<file path="src/rtl/core/scti_pkg.sv">
// Package for the calibration table core: sizes, codes, state and interface types.
// Depends on nothing; imported by scti_div, the core top level and scti_checker.
package scti_pkg;

    localparam int MAX_POINTS = 16;
    localparam int NUM_SLOTS  = 4;

    localparam int SLOT_W  = (NUM_SLOTS > 1) ? $clog2(NUM_SLOTS) : 1;
    localparam int IDX_W   = $clog2(MAX_POINTS);
    localparam int CNT_W   = $clog2(MAX_POINTS + 1);
    localparam int ADDR_W  = $clog2(NUM_SLOTS * MAX_POINTS);
    localparam int DEPTH   = NUM_SLOTS * MAX_POINTS;

    localparam int RATIO_W = 16;
    localparam int VOL_W   = 20;
    localparam int DIFF_W  = VOL_W + 1;
    localparam int PROD_W  = RATIO_W + DIFF_W;

    localparam logic [RATIO_W-1:0] TOL_RESET = 16'd164;

    typedef enum logic [1:0] {
        CMD_CAPTURE = 2'd0,
        CMD_QUERY   = 2'd1,
        CMD_CLEAR   = 2'd2,
        CMD_FORCE   = 2'd3
    } cmd_t;

    typedef enum logic [2:0] {
        ST_OK         = 3'd0,
        ST_UPDATED    = 3'd1,
        ST_FULL       = 3'd2,
        ST_NEG_VOLUME = 3'd3,
        ST_BAD_SLOT   = 3'd4,
        ST_UNDER_TWO  = 3'd5,
        ST_NO_POINTS  = 3'd6,
        ST_ZERO_WIDTH = 3'd7
    } status_t;

    typedef enum logic [3:0] {
        S_IDLE,
        S_DISPATCH,
        S_CAP_RD,
        S_CAP_CHK,
        S_CAP_DECIDE,
        S_SH_CHK,
        S_SH_WR,
        S_Q_RD,
        S_Q_CHK,
        S_MUL,
        S_DIV_START,
        S_DIV_WAIT,
        S_DONE
    } state_t;

    typedef struct packed {
        logic                start;
        logic [PROD_W-1:0]   dividend;
        logic [RATIO_W-1:0]  divisor;
    } div_req_t;

    typedef struct packed {
        logic                done;
        logic [PROD_W-1:0]   quotient;
    } div_rsp_t;

    // Flat store address of one point in one slot's table.
    function automatic logic [ADDR_W-1:0] point_addr(input logic [SLOT_W-1:0] slot,
                                                     input logic [IDX_W-1:0] idx);
        point_addr = ADDR_W'(slot * MAX_POINTS + idx);
    endfunction

endpackage

</file>
<file path="src/rtl/core/scti_ram.sv">
// Generic single-write, single-read RAM with registered read data.
// Depends on nothing.
module scti_ram #(
    parameter int WIDTH = 16,
    parameter int DEPTH = 64
) (
    input  logic                     clk,
    input  logic                     we,
    input  logic [$clog2(DEPTH)-1:0] waddr,
    input  logic [WIDTH-1:0]         wdata,
    input  logic [$clog2(DEPTH)-1:0] raddr,
    output logic [WIDTH-1:0]         rdata
);

    logic [WIDTH-1:0] mem [DEPTH];

    // Write port and registered read port.
    always_ff @(posedge clk)
    begin
        if (we)
        begin
            mem[waddr] <= wdata;
        end
        rdata <= mem[raddr];
    end

endmodule

</file>
<file path="src/rtl/core/scti_div.sv">
// Serial restoring divider, one quotient bit per cycle, for unsigned operands.
// Depends on scti_pkg for widths and the request and response structs.
module scti_div (
    input  logic              clk,
    input  logic              rst_n,
    input  scti_pkg::div_req_t req,
    output scti_pkg::div_rsp_t rsp
);
    import scti_pkg::*;

    localparam int STEP_W = $clog2(PROD_W + 1);

    logic [PROD_W-1:0]  quo_reg, quo_next;
    logic [RATIO_W-1:0] rem_reg, rem_next;
    logic [RATIO_W-1:0] den_reg, den_next;
    logic [STEP_W-1:0]  step_reg, step_next;
    logic               busy_reg, busy_next;
    logic               done_reg, done_next;
    logic [RATIO_W:0]   rem_shift;
    logic [RATIO_W:0]   rem_sub;

    // One restoring step: bring in the next dividend bit and try a subtract.
    always_comb
    begin
        rem_shift = {rem_reg, quo_reg[PROD_W-1]};
        rem_sub   = rem_shift - {1'b0, den_reg};
        quo_next  = quo_reg;
        rem_next  = rem_reg;
        den_next  = den_reg;
        step_next = step_reg;
        busy_next = busy_reg;
        done_next = 1'b0;
        if (req.start)
        begin
            quo_next  = req.dividend;
            rem_next  = '0;
            den_next  = req.divisor;
            step_next = STEP_W'(PROD_W);
            busy_next = 1'b1;
        end
        else if (busy_reg)
        begin
            if (rem_shift >= {1'b0, den_reg})
            begin
                rem_next = rem_sub[RATIO_W-1:0];
                quo_next = {quo_reg[PROD_W-2:0], 1'b1};
            end
            else
            begin
                rem_next = rem_shift[RATIO_W-1:0];
                quo_next = {quo_reg[PROD_W-2:0], 1'b0};
            end
            step_next = step_reg - STEP_W'(1);
            if (step_reg == STEP_W'(1))
            begin
                busy_next = 1'b0;
                done_next = 1'b1;
            end
        end
    end

    // Control state resets; the datapath does not need to.
    always_ff @(posedge clk or negedge rst_n)
    begin
        if (!rst_n)
        begin
            busy_reg <= 1'b0;
            done_reg <= 1'b0;
            step_reg <= '0;
        end
        else
        begin
            busy_reg <= busy_next;
            done_reg <= done_next;
            step_reg <= step_next;
        end
    end

    always_ff @(posedge clk)
    begin
        quo_reg <= quo_next;
        rem_reg <= rem_next;
        den_reg <= den_next;
    end

    assign rsp.done     = done_reg;
    assign rsp.quotient = quo_reg;

endmodule

</file>
<file path="src/rtl/core/sorted_calibration_table_interpolator_core.sv">
// Channel   | Direction | Signals                              | Contents
// command   | in        | s_tvalid s_tready s_tdata s_tuser    | cmd, slot, ratio, volume
// result    | out       | m_tvalid m_tready m_tdata m_tuser    | status, volume_out, point_count
// config    | in        | cfg_we cfg_data                      | ratio_tolerance
//
// One command transaction is taken at a time; s_tready is high only while the sequencer idles.
// Clear, force-zero and rejected commands go from dispatch to the result. A capture walks the
// table with a read and a check state per point (one RAM read port) and shifts each moved point
// by a check and a write state. A query walks alike, then multiplies and runs 37 divide steps.
// Reset (rst_n, asynchronous) empties every table at once; no clearing pass is needed.
// A stalled result is held in the output register while the next command is accepted.
// Depends on scti_pkg, scti_ram and scti_div.
module sorted_calibration_table_interpolator_core (
    input  logic        clk,
    input  logic        rst_n,
    input  logic        s_tvalid,
    output logic        s_tready,
    input  logic [39:0] s_tdata,   // [2:0] slot, [18:3] ratio, [38:19] volume, [39] zero
    input  logic [1:0]  s_tuser,   // [1:0] cmd
    output logic        m_tvalid,
    input  logic        m_tready,
    output logic [31:0] m_tdata,   // [19:0] volume_out, [24:20] point_count, [31:25] zero
    output logic [2:0]  m_tuser,   // [2:0] status
    input  logic        cfg_we,
    input  logic [15:0] cfg_data   // ratio_tolerance
);
    import scti_pkg::*;

    state_t              state_reg, state_next;
    cmd_t                cmd_reg, cmd_next;
    logic [2:0]          slot_reg, slot_next;
    logic [RATIO_W-1:0]  ratio_reg, ratio_next;
    logic signed [VOL_W-1:0] vol_reg, vol_next;
    logic [CNT_W-1:0]    n_reg, n_next;
    logic [CNT_W-1:0]    idx_reg, idx_next;
    logic [CNT_W-1:0]    at_reg, at_next;
    logic                at_found_reg, at_found_next;
    logic [RATIO_W-1:0]  prev_r_reg, prev_r_next;
    logic signed [VOL_W-1:0] prev_v_reg, prev_v_next;
    logic [RATIO_W-1:0]  mul_a_reg, mul_a_next;
    logic signed [DIFF_W-1:0] diff_reg, diff_next;
    logic [RATIO_W-1:0]  den_reg, den_next;
    logic signed [PROD_W-1:0] prod_reg, prod_next;
    logic                neg_reg, neg_next;
    status_t             res_status_reg, res_status_next;
    logic signed [VOL_W-1:0] res_vol_reg, res_vol_next;
    logic [CNT_W-1:0]    res_cnt_reg, res_cnt_next;
    logic                out_valid_reg, out_valid_next;
    status_t             out_status_reg, out_status_next;
    logic signed [VOL_W-1:0] out_vol_reg, out_vol_next;
    logic [CNT_W-1:0]    out_cnt_reg, out_cnt_next;
    logic [RATIO_W-1:0]  tol_reg;
    logic [CNT_W-1:0]    counts_reg [NUM_SLOTS];
    logic                cnt_we;
    logic [CNT_W-1:0]    cnt_wdata;

    logic                r_we, v_we;
    logic [ADDR_W-1:0]   waddr, raddr;
    logic [RATIO_W-1:0]  r_wdata, r_rdata;
    logic [VOL_W-1:0]    v_wdata, v_rdata;

    div_req_t            div_req;
    div_rsp_t            div_rsp;

    logic [SLOT_W-1:0]   slot_idx;
    logic                slot_ok;
    logic [RATIO_W-1:0]  ratio_dist;
    logic [DIFF_W-1:0]   q_signed;
    logic [DIFF_W-1:0]   sum;

    assign slot_idx = slot_reg[SLOT_W-1:0];
    assign slot_ok  = (32'(slot_reg) < NUM_SLOTS);

    // Point stores: ratio and volume each in a RAM of their own.
    scti_ram #(.WIDTH(RATIO_W), .DEPTH(DEPTH)) u_ratio_ram (
        .clk   (clk),
        .we    (r_we),
        .waddr (waddr),
        .wdata (r_wdata),
        .raddr (raddr),
        .rdata (r_rdata)
    );

    scti_ram #(.WIDTH(VOL_W), .DEPTH(DEPTH)) u_volume_ram (
        .clk   (clk),
        .we    (v_we),
        .waddr (waddr),
        .wdata (v_wdata),
        .raddr (raddr),
        .rdata (v_rdata)
    );

    // Serial divider for the interpolation quotient.
    scti_div u_div (
        .clk   (clk),
        .rst_n (rst_n),
        .req   (div_req),
        .rsp   (div_rsp)
    );

    assign ratio_dist = (r_rdata > ratio_reg) ? (r_rdata - ratio_reg)
                                              : (ratio_reg - r_rdata);
    assign q_signed = neg_reg ? (DIFF_W'(0) - div_rsp.quotient[DIFF_W-1:0])
                              : div_rsp.quotient[DIFF_W-1:0];
    assign sum      = {prev_v_reg[VOL_W-1], prev_v_reg} + q_signed;

    // Sequencer: next state, memory control and result values.
    always_comb
    begin
        state_next      = state_reg;
        cmd_next        = cmd_reg;
        slot_next       = slot_reg;
        ratio_next      = ratio_reg;
        vol_next        = vol_reg;
        n_next          = n_reg;
        idx_next        = idx_reg;
        at_next         = at_reg;
        at_found_next   = at_found_reg;
        prev_r_next     = prev_r_reg;
        prev_v_next     = prev_v_reg;
        mul_a_next      = mul_a_reg;
        diff_next       = diff_reg;
        den_next        = den_reg;
        prod_next       = prod_reg;
        neg_next        = neg_reg;
        res_status_next = res_status_reg;
        res_vol_next    = res_vol_reg;
        res_cnt_next    = res_cnt_reg;
        out_valid_next  = out_valid_reg;
        out_status_next = out_status_reg;
        out_vol_next    = out_vol_reg;
        out_cnt_next    = out_cnt_reg;
        cnt_we          = 1'b0;
        cnt_wdata       = '0;
        r_we            = 1'b0;
        v_we            = 1'b0;
        waddr           = point_addr(slot_idx, idx_reg[IDX_W-1:0]);
        raddr           = point_addr(slot_idx, idx_reg[IDX_W-1:0]);
        r_wdata         = ratio_reg;
        v_wdata         = vol_reg;
        div_req.start    = 1'b0;
        div_req.dividend = prod_reg[PROD_W-1] ? (PROD_W'(0) - prod_reg) : prod_reg;
        div_req.divisor  = den_reg;
        s_tready        = (state_reg == S_IDLE);

        if (out_valid_reg && m_tready)
        begin
            out_valid_next = 1'b0;
        end

        unique case (state_reg)
            S_IDLE:
            begin
                if (s_tvalid)
                begin
                    cmd_next   = cmd_t'(s_tuser);
                    slot_next  = s_tdata[2:0];
                    ratio_next = s_tdata[18:3];
                    vol_next   = s_tdata[38:19];
                    state_next = S_DISPATCH;
                end
            end

            S_DISPATCH:
            begin
                n_next = slot_ok ? counts_reg[slot_idx] : '0;
                state_next = S_DONE;
                res_vol_next = '0;
                res_cnt_next = n_next;
                idx_next = '0;
                if (!slot_ok)
                begin
                    res_status_next = ST_BAD_SLOT;
                end
                else
                begin
                    unique case (cmd_reg)
                        CMD_CAPTURE:
                        begin
                            at_next       = n_next;
                            at_found_next = 1'b0;
                            if (vol_reg < 0)
                            begin
                                res_status_next = ST_NEG_VOLUME;
                            end
                            else if (n_next == '0)
                            begin
                                state_next = S_CAP_DECIDE;
                            end
                            else
                            begin
                                state_next = S_CAP_RD;
                            end
                        end
                        CMD_QUERY:
                        begin
                            if (n_next < CNT_W'(2))
                            begin
                                res_status_next = ST_UNDER_TWO;
                            end
                            else
                            begin
                                state_next = S_Q_RD;
                            end
                        end
                        CMD_CLEAR:
                        begin
                            cnt_we          = 1'b1;
                            cnt_wdata       = '0;
                            res_status_next = ST_OK;
                            res_cnt_next    = '0;
                        end
                        CMD_FORCE:
                        begin
                            if (n_next == '0)
                            begin
                                res_status_next = ST_NO_POINTS;
                            end
                            else
                            begin
                                // The first point of the table is at index zero.
                                waddr           = point_addr(slot_idx, IDX_W'(0));
                                v_we            = 1'b1;
                                v_wdata         = '0;
                                res_status_next = ST_OK;
                            end
                        end
                        default:
                        begin
                            res_status_next = ST_OK;
                        end
                    endcase
                end
            end

            // Capture: look for a point within tolerance and the insert position.
            S_CAP_RD:
            begin
                state_next = S_CAP_CHK;
            end

            S_CAP_CHK:
            begin
                if (ratio_dist <= tol_reg)
                begin
                    v_we            = 1'b1;
                    res_status_next = ST_UPDATED;
                    state_next      = S_DONE;
                end
                else
                begin
                    if (!at_found_reg && (r_rdata >= ratio_reg))
                    begin
                        at_next       = idx_reg;
                        at_found_next = 1'b1;
                    end
                    idx_next = idx_reg + CNT_W'(1);
                    state_next = (idx_next == n_reg) ? S_CAP_DECIDE : S_CAP_RD;
                end
            end

            S_CAP_DECIDE:
            begin
                if (32'(n_reg) >= MAX_POINTS)
                begin
                    res_status_next = ST_FULL;
                    state_next      = S_DONE;
                end
                else
                begin
                    idx_next   = n_reg;
                    state_next = S_SH_CHK;
                end
            end

            // Shift points at and above the insert position up by one, then insert.
            S_SH_CHK:
            begin
                raddr = point_addr(slot_idx, IDX_W'(idx_reg - CNT_W'(1)));
                if (idx_reg == at_reg)
                begin
                    r_we            = 1'b1;
                    v_we            = 1'b1;
                    cnt_we          = 1'b1;
                    cnt_wdata       = n_reg + CNT_W'(1);
                    res_status_next = ST_OK;
                    res_cnt_next    = cnt_wdata;
                    state_next      = S_DONE;
                end
                else
                begin
                    state_next = S_SH_WR;
                end
            end

            S_SH_WR:
            begin
                r_we       = 1'b1;
                v_we       = 1'b1;
                r_wdata    = r_rdata;
                v_wdata    = v_rdata;
                idx_next   = idx_reg - CNT_W'(1);
                state_next = S_SH_CHK;
            end

            // Query: walk to the segment that holds the ratio.
            S_Q_RD:
            begin
                state_next = S_Q_CHK;
            end

            S_Q_CHK:
            begin
                if (idx_reg == '0)
                begin
                    if (ratio_reg <= r_rdata)
                    begin
                        res_status_next = ST_OK;
                        res_vol_next    = v_rdata;
                        state_next      = S_DONE;
                    end
                    else
                    begin
                        prev_r_next = r_rdata;
                        prev_v_next = v_rdata;
                        idx_next    = CNT_W'(1);
                        state_next  = S_Q_RD;
                    end
                end
                else if ((idx_reg == n_reg - CNT_W'(1)) && (ratio_reg >= r_rdata))
                begin
                    res_status_next = ST_OK;
                    res_vol_next    = v_rdata;
                    state_next      = S_DONE;
                end
                else if (ratio_reg <= r_rdata)
                begin
                    if (r_rdata <= prev_r_reg)
                    begin
                        res_status_next = ST_ZERO_WIDTH;
                        state_next      = S_DONE;
                    end
                    else
                    begin
                        mul_a_next = ratio_reg - prev_r_reg;
                        den_next   = r_rdata - prev_r_reg;
                        diff_next  = {v_rdata[VOL_W-1], v_rdata}
                                   - {prev_v_reg[VOL_W-1], prev_v_reg};
                        state_next = S_MUL;
                    end
                end
                else
                begin
                    prev_r_next = r_rdata;
                    prev_v_next = v_rdata;
                    idx_next    = idx_reg + CNT_W'(1);
                    state_next  = S_Q_RD;
                end
            end

            S_MUL:
            begin
                prod_next  = $signed({1'b0, mul_a_reg}) * diff_reg;
                state_next = S_DIV_START;
            end

            S_DIV_START:
            begin
                div_req.start = 1'b1;
                neg_next      = prod_reg[PROD_W-1];
                state_next    = S_DIV_WAIT;
            end

            S_DIV_WAIT:
            begin
                if (div_rsp.done)
                begin
                    res_status_next = ST_OK;
                    res_vol_next    = sum[VOL_W-1:0];
                    state_next      = S_DONE;
                end
            end

            // Hand the result to the output register once it is free.
            S_DONE:
            begin
                if (!out_valid_reg || m_tready)
                begin
                    out_valid_next  = 1'b1;
                    out_status_next = res_status_reg;
                    out_vol_next    = res_vol_reg;
                    out_cnt_next    = res_cnt_reg;
                    state_next      = S_IDLE;
                end
            end

            default:
            begin
                state_next = S_IDLE;
            end
        endcase
    end

    // Control registers, point counts and the tolerance register.
    always_ff @(posedge clk or negedge rst_n)
    begin
        if (!rst_n)
        begin
            state_reg     <= S_IDLE;
            out_valid_reg <= 1'b0;
            tol_reg       <= TOL_RESET;
            for (int i = 0; i < NUM_SLOTS; i++)
            begin
                counts_reg[i] <= '0;
            end
        end
        else
        begin
            state_reg     <= state_next;
            out_valid_reg <= out_valid_next;
            if (cfg_we)
            begin
                tol_reg <= cfg_data;
            end
            if (cnt_we)
            begin
                counts_reg[slot_idx] <= cnt_wdata;
            end
        end
    end

    // Datapath registers.
    always_ff @(posedge clk)
    begin
        cmd_reg        <= cmd_next;
        slot_reg       <= slot_next;
        ratio_reg      <= ratio_next;
        vol_reg        <= vol_next;
        n_reg          <= n_next;
        idx_reg        <= idx_next;
        at_reg         <= at_next;
        at_found_reg   <= at_found_next;
        prev_r_reg     <= prev_r_next;
        prev_v_reg     <= prev_v_next;
        mul_a_reg      <= mul_a_next;
        diff_reg       <= diff_next;
        den_reg        <= den_next;
        prod_reg       <= prod_next;
        neg_reg        <= neg_next;
        res_status_reg <= res_status_next;
        res_vol_reg    <= res_vol_next;
        res_cnt_reg    <= res_cnt_next;
        out_status_reg <= out_status_next;
        out_vol_reg    <= out_vol_next;
        out_cnt_reg    <= out_cnt_next;
    end

    assign m_tvalid = out_valid_reg;
    assign m_tuser  = out_status_reg;
    assign m_tdata  = {7'b0, out_cnt_reg, out_vol_reg};

endmodule

</file>
<file path="config.mk">
export PLATFORM = sky130hd
export DESIGN_NAME = sorted_calibration_table_interpolator_core
export DESIGN_NICKNAME = d
export VERILOG_FILES = /design/src/rtl/core/scti_pkg.sv /design/src/rtl/core/scti_ram.sv /design/src/rtl/core/scti_div.sv /design/src/rtl/core/sorted_calibration_table_interpolator_core.sv
export SDC_FILE = /design/constraint.sdc
export NUM_CORES = 2
export LEC_CHECK = 0
export BUFFER_PORTS_ARGS = -buffer_cell sky130_fd_sc_hd__buf_4
export CORE_MARGIN = 3
export CORE_UTILIZATION = 50
export CTS_CLUSTER_DIAMETER = 30
export DETAILED_ROUTE_END_ITERATION = 12
export PLACE_DENSITY_LB_ADDON = 0.1
export SLEW_MARGIN = 15
export SYNTH_ARGS = -nofsm -noshare
export SYNTH_HDL_FRONTEND = slang
export SYNTH_SLANG_ARGS = --single-unit
</file>
<file path="constraint.sdc">
create_clock -name clk -period 5.9 [get_ports clk]
set_input_delay 0.295 -clock clk [delete_from_list [all_inputs] [get_ports clk]]
set_output_delay 0.295 -clock clk [all_outputs]
set_load 0.02 [all_outputs]
</file>
* Yosys cells after proc, flatten, opt, wreduce, memory -nomap -nowiden
Memories as Yosys holds them, arrays and structs flattened. A register that Yosys moved wholly into a read port is not among the register bits. Index checks and enable logic that the tools add are counted.
Storage, ports and cells: register bits after elaboration 358, bits in writable memories 2304, output and inout port bits 37, word-level logic and storage cells 253, memories 2, input port bits 63
Operators by class: $lt $le $gt $ge 13, multipliers 1, reductions and logical operators 27, bitwise logic cells 4, eq/ne operators 39, muxes and demuxes 117, add/sub/neg operators 16
Memories:
- u_volume_ram.mem | depth 64, width 20, rd ports 1, clocked after memory_dff 1, write ports 1, RTL line scti_ram.sv:15 | logic [WIDTH-1:0] mem [DEPTH];
- u_ratio_ram.mem | depth 64, width 16, rd ports 1, clocked after memory_dff 1, write ports 1, RTL line scti_ram.sv:15
Operators by type and width (number):
- 20-bit 2-to-1 mux | 11
- 37-bit 2-to-1 mux | 3
- 16-bit 2-to-1 mux | 6
- 5-bit 2-to-1 mux | 19
- 16-bit subtractor | 5
- 20-bit one-hot mux with 3 select lines | 1
- 4-bit 2-to-1 mux | 13
- 4-bit one-hot mux with 13 select lines | 1
- 16-bit less-or-equal comparator | 3
- 3-bit 2-to-1 mux | 16
- 6-bit 2-to-1 mux | 7
- 20-bit one-hot mux with 2 select lines | 1
- 17-bit by 21-bit multiplier with 37-bit output | 1
- 1-bit by 37-bit subtractor with 37-bit output, first input constant | 1
- 16-bit greater-or-equal comparator | 2
- 1-bit 2-to-1 mux | 26
- 5-bit one-hot mux with 5 select lines | 1
- 2-bit != test, second input constant | 11
- 20-bit by 20-bit subtractor with 21-bit output | 1
- 20-bit adder | 1
- 20-bit bitwise mux | 1
- 4-bit equality test, second input constant | 5
- 20-bit by 1-bit less-than comparator with 1-bit output, second input constant | 1
- 5-bit one-hot mux with 2 select lines | 2
- 46 further kinds | 78

* Depth between registers and ports, before layout
depth in word-level cells 12, mapped depth 25

* Hierarchy
A second synthesis with hierarchy kept.
Unflattened totals: cell total of the unflattened synthesis 7488, area total of the unflattened synthesis 123034.2 µm²
Modules (own cells, without submodules):
- scti_ram (u_volume_ram) | cells each 2243, instances 1, sequential area each 38837.2 µm², area each 49495.0 µm²
- scti_ram (u_ratio_ram) | cells each 1820, instances 1, sequential area each 31069.8 µm², area each 39978.3 µm²
- sorted_calibration_table_interpolator_core | cells each 3075, instances 1, sequential area each 8236.6 µm², area each 29465.8 µm²
- scti_div | cells each 350, instances 1, sequential area each 2112.0 µm², area each 4095.2 µm²

* Worst setup path before layout
OpenSTA, ideal clock, no wires.
path kind register to register, start register ratio_reg[12], end memory u_volume_ram.mem[16][0] (netlist bit) (enable), slack -0.587 ns, arrival 6.065 ns, stages on the path, launching flop included 22, buffers on the path 3, setup time 0.422 ns, required time 5.478 ns, cell sequence edfxtp_1 inv_1 ha_1 buf_2 and4_1 nand2_1 or3_1 a21boi_0 buf_2 a211oi_1 a21oi_1 a221o_1 nor4_1 nor4bb_1 ha_1 nand4_1 or2_2 o32a_1 o21ai_0 a21oi_1 clkbuf_1 nor3_1
On the way: longest elaborated chain between the ends 7, elaborated cells on any way between the ends 9, those cells by class 2 x add/sub; 2 x order compare; 5 x mux
RTL lines:
- start: declaration | RTL line sorted_calibration_table_interpolator_core.sv:32 | logic [RATIO_W-1:0] ratio_reg, ratio_next;
- start signal: assignment | RTL line sorted_calibration_table_interpolator_core.sv:437 | ratio_reg <= ratio_next;
- 16-bit subtractor (tied with other cells) | RTL line sorted_calibration_table_interpolator_core.sv:102 | : (ratio_reg - r_rdata);
- 16-bit 2-to-1 mux (*) | RTL line sorted_calibration_table_interpolator_core.sv:101 | assign ratio_dist = (r_rdata > ratio_reg) ? (r_rdata - ratio_reg)
- 16-bit less-or-equal comparator (*) | RTL line sorted_calibration_table_interpolator_core.sv:244 | if (ratio_dist <= tol_reg)
- 1-bit 2-to-1 mux (*) | RTL line sorted_calibration_table_interpolator_core.sv:244
- 1-bit one-hot mux with 4 select lines (*) | RTL line sorted_calibration_table_interpolator_core.sv:151 | unique case (state_reg)
- 1-bit 2-to-1 mux (*) | RTL line scti_ram.sv:20 | if (we)
- 1-bit 2-to-1 mux (implied by the code) (*) | RTL line scti_ram.sv:22 | mem[waddr] <= wdata;
- end: declaration | RTL line scti_ram.sv:15
Every way passes the cells marked *; elsewhere a longest branch is shown, timed or not.

* Worst setup path after layout
start register mul_a_reg[7], end register prod_reg[35], data pin
On the way: longest elaborated chain between the ends 1
RTL lines:
- start: declaration | RTL line sorted_calibration_table_interpolator_core.sv:40 | logic [RATIO_W-1:0] mul_a_reg, mul_a_next;
- start signal: assignment | RTL line sorted_calibration_table_interpolator_core.sv:445 | mul_a_reg <= mul_a_next;
- 17-bit by 21-bit multiplier with 37-bit output | RTL line sorted_calibration_table_interpolator_core.sv:363 | prod_next = $signed({1'b0, mul_a_reg}) * diff_reg;
- end signal: assignment | RTL line sorted_calibration_table_interpolator_core.sv:448 | prod_reg <= prod_next;
- end: declaration | RTL line sorted_calibration_table_interpolator_core.sv:43 | logic signed [PROD_W-1:0] prod_reg, prod_next;
No other way between the ends. A chain may end at the register's enable or synchronous reset.

==> results.ini <==
[status]
status=finished, violations left
failed_checks=negative setup slack

[synthesis]
yosys-mux-area-fraction_pct=2.24
ys_seq_elements=2698
yosys.area_share.adder_pct=7.84
synth-compound-area-share_pct=4.97
synth_top_family_by_area=simple AND/OR/NAND/NOR gates
synthesis.area_sq_um=123000
ys_seq_area_share_pct=65.0
synthFlopType=edfxtp_1
synth_warnings=0
syn_inst=10000
yosysUniqueCellTypes=81
synth-xor-area-share_pct=1.40
synth_edf_count=2597
avgSynthCellArea_sq_um=12.3
ys_async_sr_fraction_pct=1.82
synthSimpleGateAreaFrac_pct=15.0

[timing]
setup_viol=267
final-max-slew-violation-count=0
fin_crit_sh_pct=107
rsz0062_at_grt=yes
worstMarginPinSlew_ns=1.28
setup_slack_ns=-0.399
skew_ns=0.0666
post-route-min-period_ns=6.30
max_freq_mhz=159
relSlewSlack_pct=13.7
finalHoldViolations=0

[final_layout]
nets=11535
largest_reg_flops=1280
reg_top3=u_volume_ram.mem (1280), u_ratio_ram.mem (1024)
regArea_sq_um=80300
layout.cells.non_filler=14548
nFillCells=18308
drive_above_1_share_pct=17.7
area_growth_pct=24.9
top_register=u_volume_ram.mem
postLayoutCellArea_sq_um=154000
multi_input_area_sq_um=40400

[route]
drc=0
vias=84537
firstDrtPassIters=8
ant_nets=0
drtIter0Drc=9925
wl_mm=373
wl_per_cell_microns=25.6
vias_per_cell=5.81

[critical_path]
crit_start=mul_a_reg[7]
worstReg2RegStart=mul_a_reg[7]
start_kind=register
arrival_ns=6.93
path_class=register to register
path_max_fanout=6
endpoint_kind=register
cp.required_ns=6.53

[die]
die_y_microns=503
dieArea_sq_um=253000
row_count=181
initial_core_util_pct=50.5
io_pins=100
die_w_microns=503
coreArea_sq_um=244000

[clock_network]
clk_transition_reported_paths_ns=0.04
h-tree-depth=6
cts_max_path_buffers=4
cts_buffers=539
cts_tree=built
clock_sinks=2698
clkLatencyLatePin_ns=0.93
cts.root.buffer_cell=clkbuf_16

[global_route]
use_met3_pct=6.22
grt_pass1_wl_mm=545
grt_overflow_total=0
antenna_found_initial=19
track_usage_pct=28.9
grt_use_met2_pct=43.1
use_met1_pct=43.2
grt_max_degree=152
grt_busiest_layer=met1
grt_pass1_vias=82644

[place]
routabilityCongestion=0.907
place_hpwl_mm=223
placedInstanceArea_sq_um=133000
dp.cells=13366
portBuffers=91

[min_path]
hold_class=input port to register
worstHoldStart=s_tdata[10]

[run]
max-cap-violations=0

worst max-delay path, stage by stage (launching register included):
cell      delay, ns
edfxtp_1       0.40
buf_6          0.17
and2_4         0.16
fa_1           0.55
inv_2          0.05
fa_1           0.52
inv_2          0.04
fa_1           0.51
fa_2           0.45
fa_1           0.53
inv_2          0.04
fa_1           0.50
inv_2          0.05
ha_4           0.24
a21o_1         0.17
a221oi_2       0.28
buf_4          0.15
o21a_1         0.16
o21ai_2        0.08
a21oi_2        0.19
a21oi_2        0.10
a221o_1        0.35
a221oi_2       0.30
xnor2_1        0.09
stage by stage:
| stage | hold WS [ns] | utilization, % | setup slack [ns] | setup TNS, ns |
|---|---|---|---|---|
| 2_1_floorplan | -0.000591 | - | -0.587 | -362.25 |
| 3_3_place_gp | 0.357 | 54.4 | -0.745 | -182.18 |
| 3_5_place_dp | 0.370 | 54.4 | -0.727 | -201.40 |
| 4_1_cts | 0.0861 | 62.7 | -0.511 | -4.83 |
| 5_1_grt | 0.106 | 63.1 | -0.620 | -139.40 |
| 6_report | 0.137 | 63.1 | -0.399 | -15.29 |
cells by family (layout without fill, tap and decap cells):
| kind of cell | count (synthesis) | after routing |
|---|---|---|
| adders and majority gates | 572 | 572 |
| and+or+nand+nor | 4229 | 4229 |
| xor gates and xnor gates | 197 | 197 |
| AOI/OAI and AO/OA | 956 | 956 |
| buffers and inverters | 1125 | 2459 |
| other | 1 | 13 |
| muxes | 222 | 222 |
| DFF | 2698 | 2698 |
cells in the mapped netlist, drive strengths merged, types with 5 or more instances:
library cell | count | share of area (%)
nand2b | 38 | 0.19
buf | 155 | 0.59
fa | 337 | 5.5
a221oi | 8 | 0.057
nand4 | 233 | 1.2
or4 | 5 | 0.033
o31ai | 23 | 0.14
a221o | 7 | 0.057
nand3 | 902 | 3.7
a211oi | 18 | 0.11
nor3 | 78 | 0.32
o21bai | 12 | 0.073
and3 | 20 | 0.10
a31oi | 84 | 0.43
dfrtp | 46 | 0.93
a32oi | 145 | 1.0
xor2 | 82 | 0.58
ha | 234 | 2.4
mux4 | 41 | 0.75
o21ai | 290 | 1.2
edfxtp | 2597 | 63
mux2i | 159 | 1.3
and2 | 137 | 0.69
o22ai | 11 | 0.076
nor2 | 220 | 0.67
or2 | 14 | 0.071
nor2b | 41 | 0.21
and4 | 6 | 0.043
mux2 | 22 | 0.20
inv | 569 | 1.7
or3 | 24 | 0.14
nand2 | 2487 | 7.6
o211ai | 15 | 0.091
o41ai | 10 | 0.083
xnor2 | 115 | 0.82
nor4 | 10 | 0.063
a21boi | 8 | 0.049
a21o | 47 | 0.29
dfxtp | 52 | 0.84
nand3b | 6 | 0.036
a21oi | 210 | 0.85
o21a | 28 | 0.17
clkbuf | 399 | 1.2
worst paths after layout:
kind | slack (ns) | cells past startpoint | end
setup / recovery | -0.40 | 23 | prod_reg[35]
hold / removal | 0.14 | 2 | ratio_reg[7]
setup reg to reg | -0.40 | 23 | prod_reg[35]
hold reg to reg | 0.41 | 0 | u_div.den_reg[13]
max in group asynchronous | 5.00 | 4 | counts_reg[16]
min in group asynchronous | 0.42 | 3 | counts_reg[12]
area by class of cell:
class	count	area share, %
sequential	2698	52.0
multi-input combinational	6183	26.2
clock buffer	620	9.09
timing repair buffer	908	5.89
clock inverter	360	2.79
tap	3202	2.60
inverter	571	1.39
antenna	6	0.00973
layout by cell type, fill, tap and decap left out, types with 41 or more instances in the layout:
master / netlist / final
a21o_1: 47 / 47
a21oi_1: 210 / 197
a31oi_1: 84 / 84
a32oi_1: 145 / 145
and2_1: 137 / 132
buf_12: 0 / 117
buf_4: 7 / 627
bufinv_16: 0 / 65
clkbuf_1: 398 / 68
clkbuf_16: 0 / 562
clkinv_1: 2 / 77
clkinv_2: 0 / 76
clkinvlp_4: 0 / 52
dfrtp_1: 46 / 46
dfxtp_1: 52 / 52
dlygate4sd3_1: 0 / 92
edfxtp_1: 2597 / 2597
fa_1: 337 / 320
ha_1: 234 / 222
inv_1: 567 / 550
mux2i_1: 159 / 159
mux4_2: 41 / 41
nand2_1: 2487 / 2481
nand3_1: 902 / 899
nand4_1: 233 / 233
nor2_1: 220 / 149
nor2_2: 0 / 59
nor3_1: 78 / 41
o21ai_0: 284 / 234
xnor2_1: 115 / 112
xor2_1: 82 / 81
what timing repair did:
action	4_1_cts	5_1_grt
setup endpoints to repair	1131	1202
pin swaps	89	67
gates cloned	8	21
gates resized for setup	139	100
buffers inserted	55	22
hold buffers	93	0
hold endpoints to repair	109	0
layer usage:
| metal | routed length [microns] | up-vias | part of all wire [%] |
|---|---|---|---|
| met5 | 34 | - | 0.0091 |
| met4 | 9560 | 6 | 2.6 |
| met3 | 35600 | 578 | 9.6 |
| met2 | 166000 | 3959 | 44 |
| met1 | 162000 | 42447 | 43 |
| li1 | - | 37547 | - |
Power is left out: the tool's default activity adds up to more than one toggle a clock period on the data nets, which glitch-free logic cannot reach.
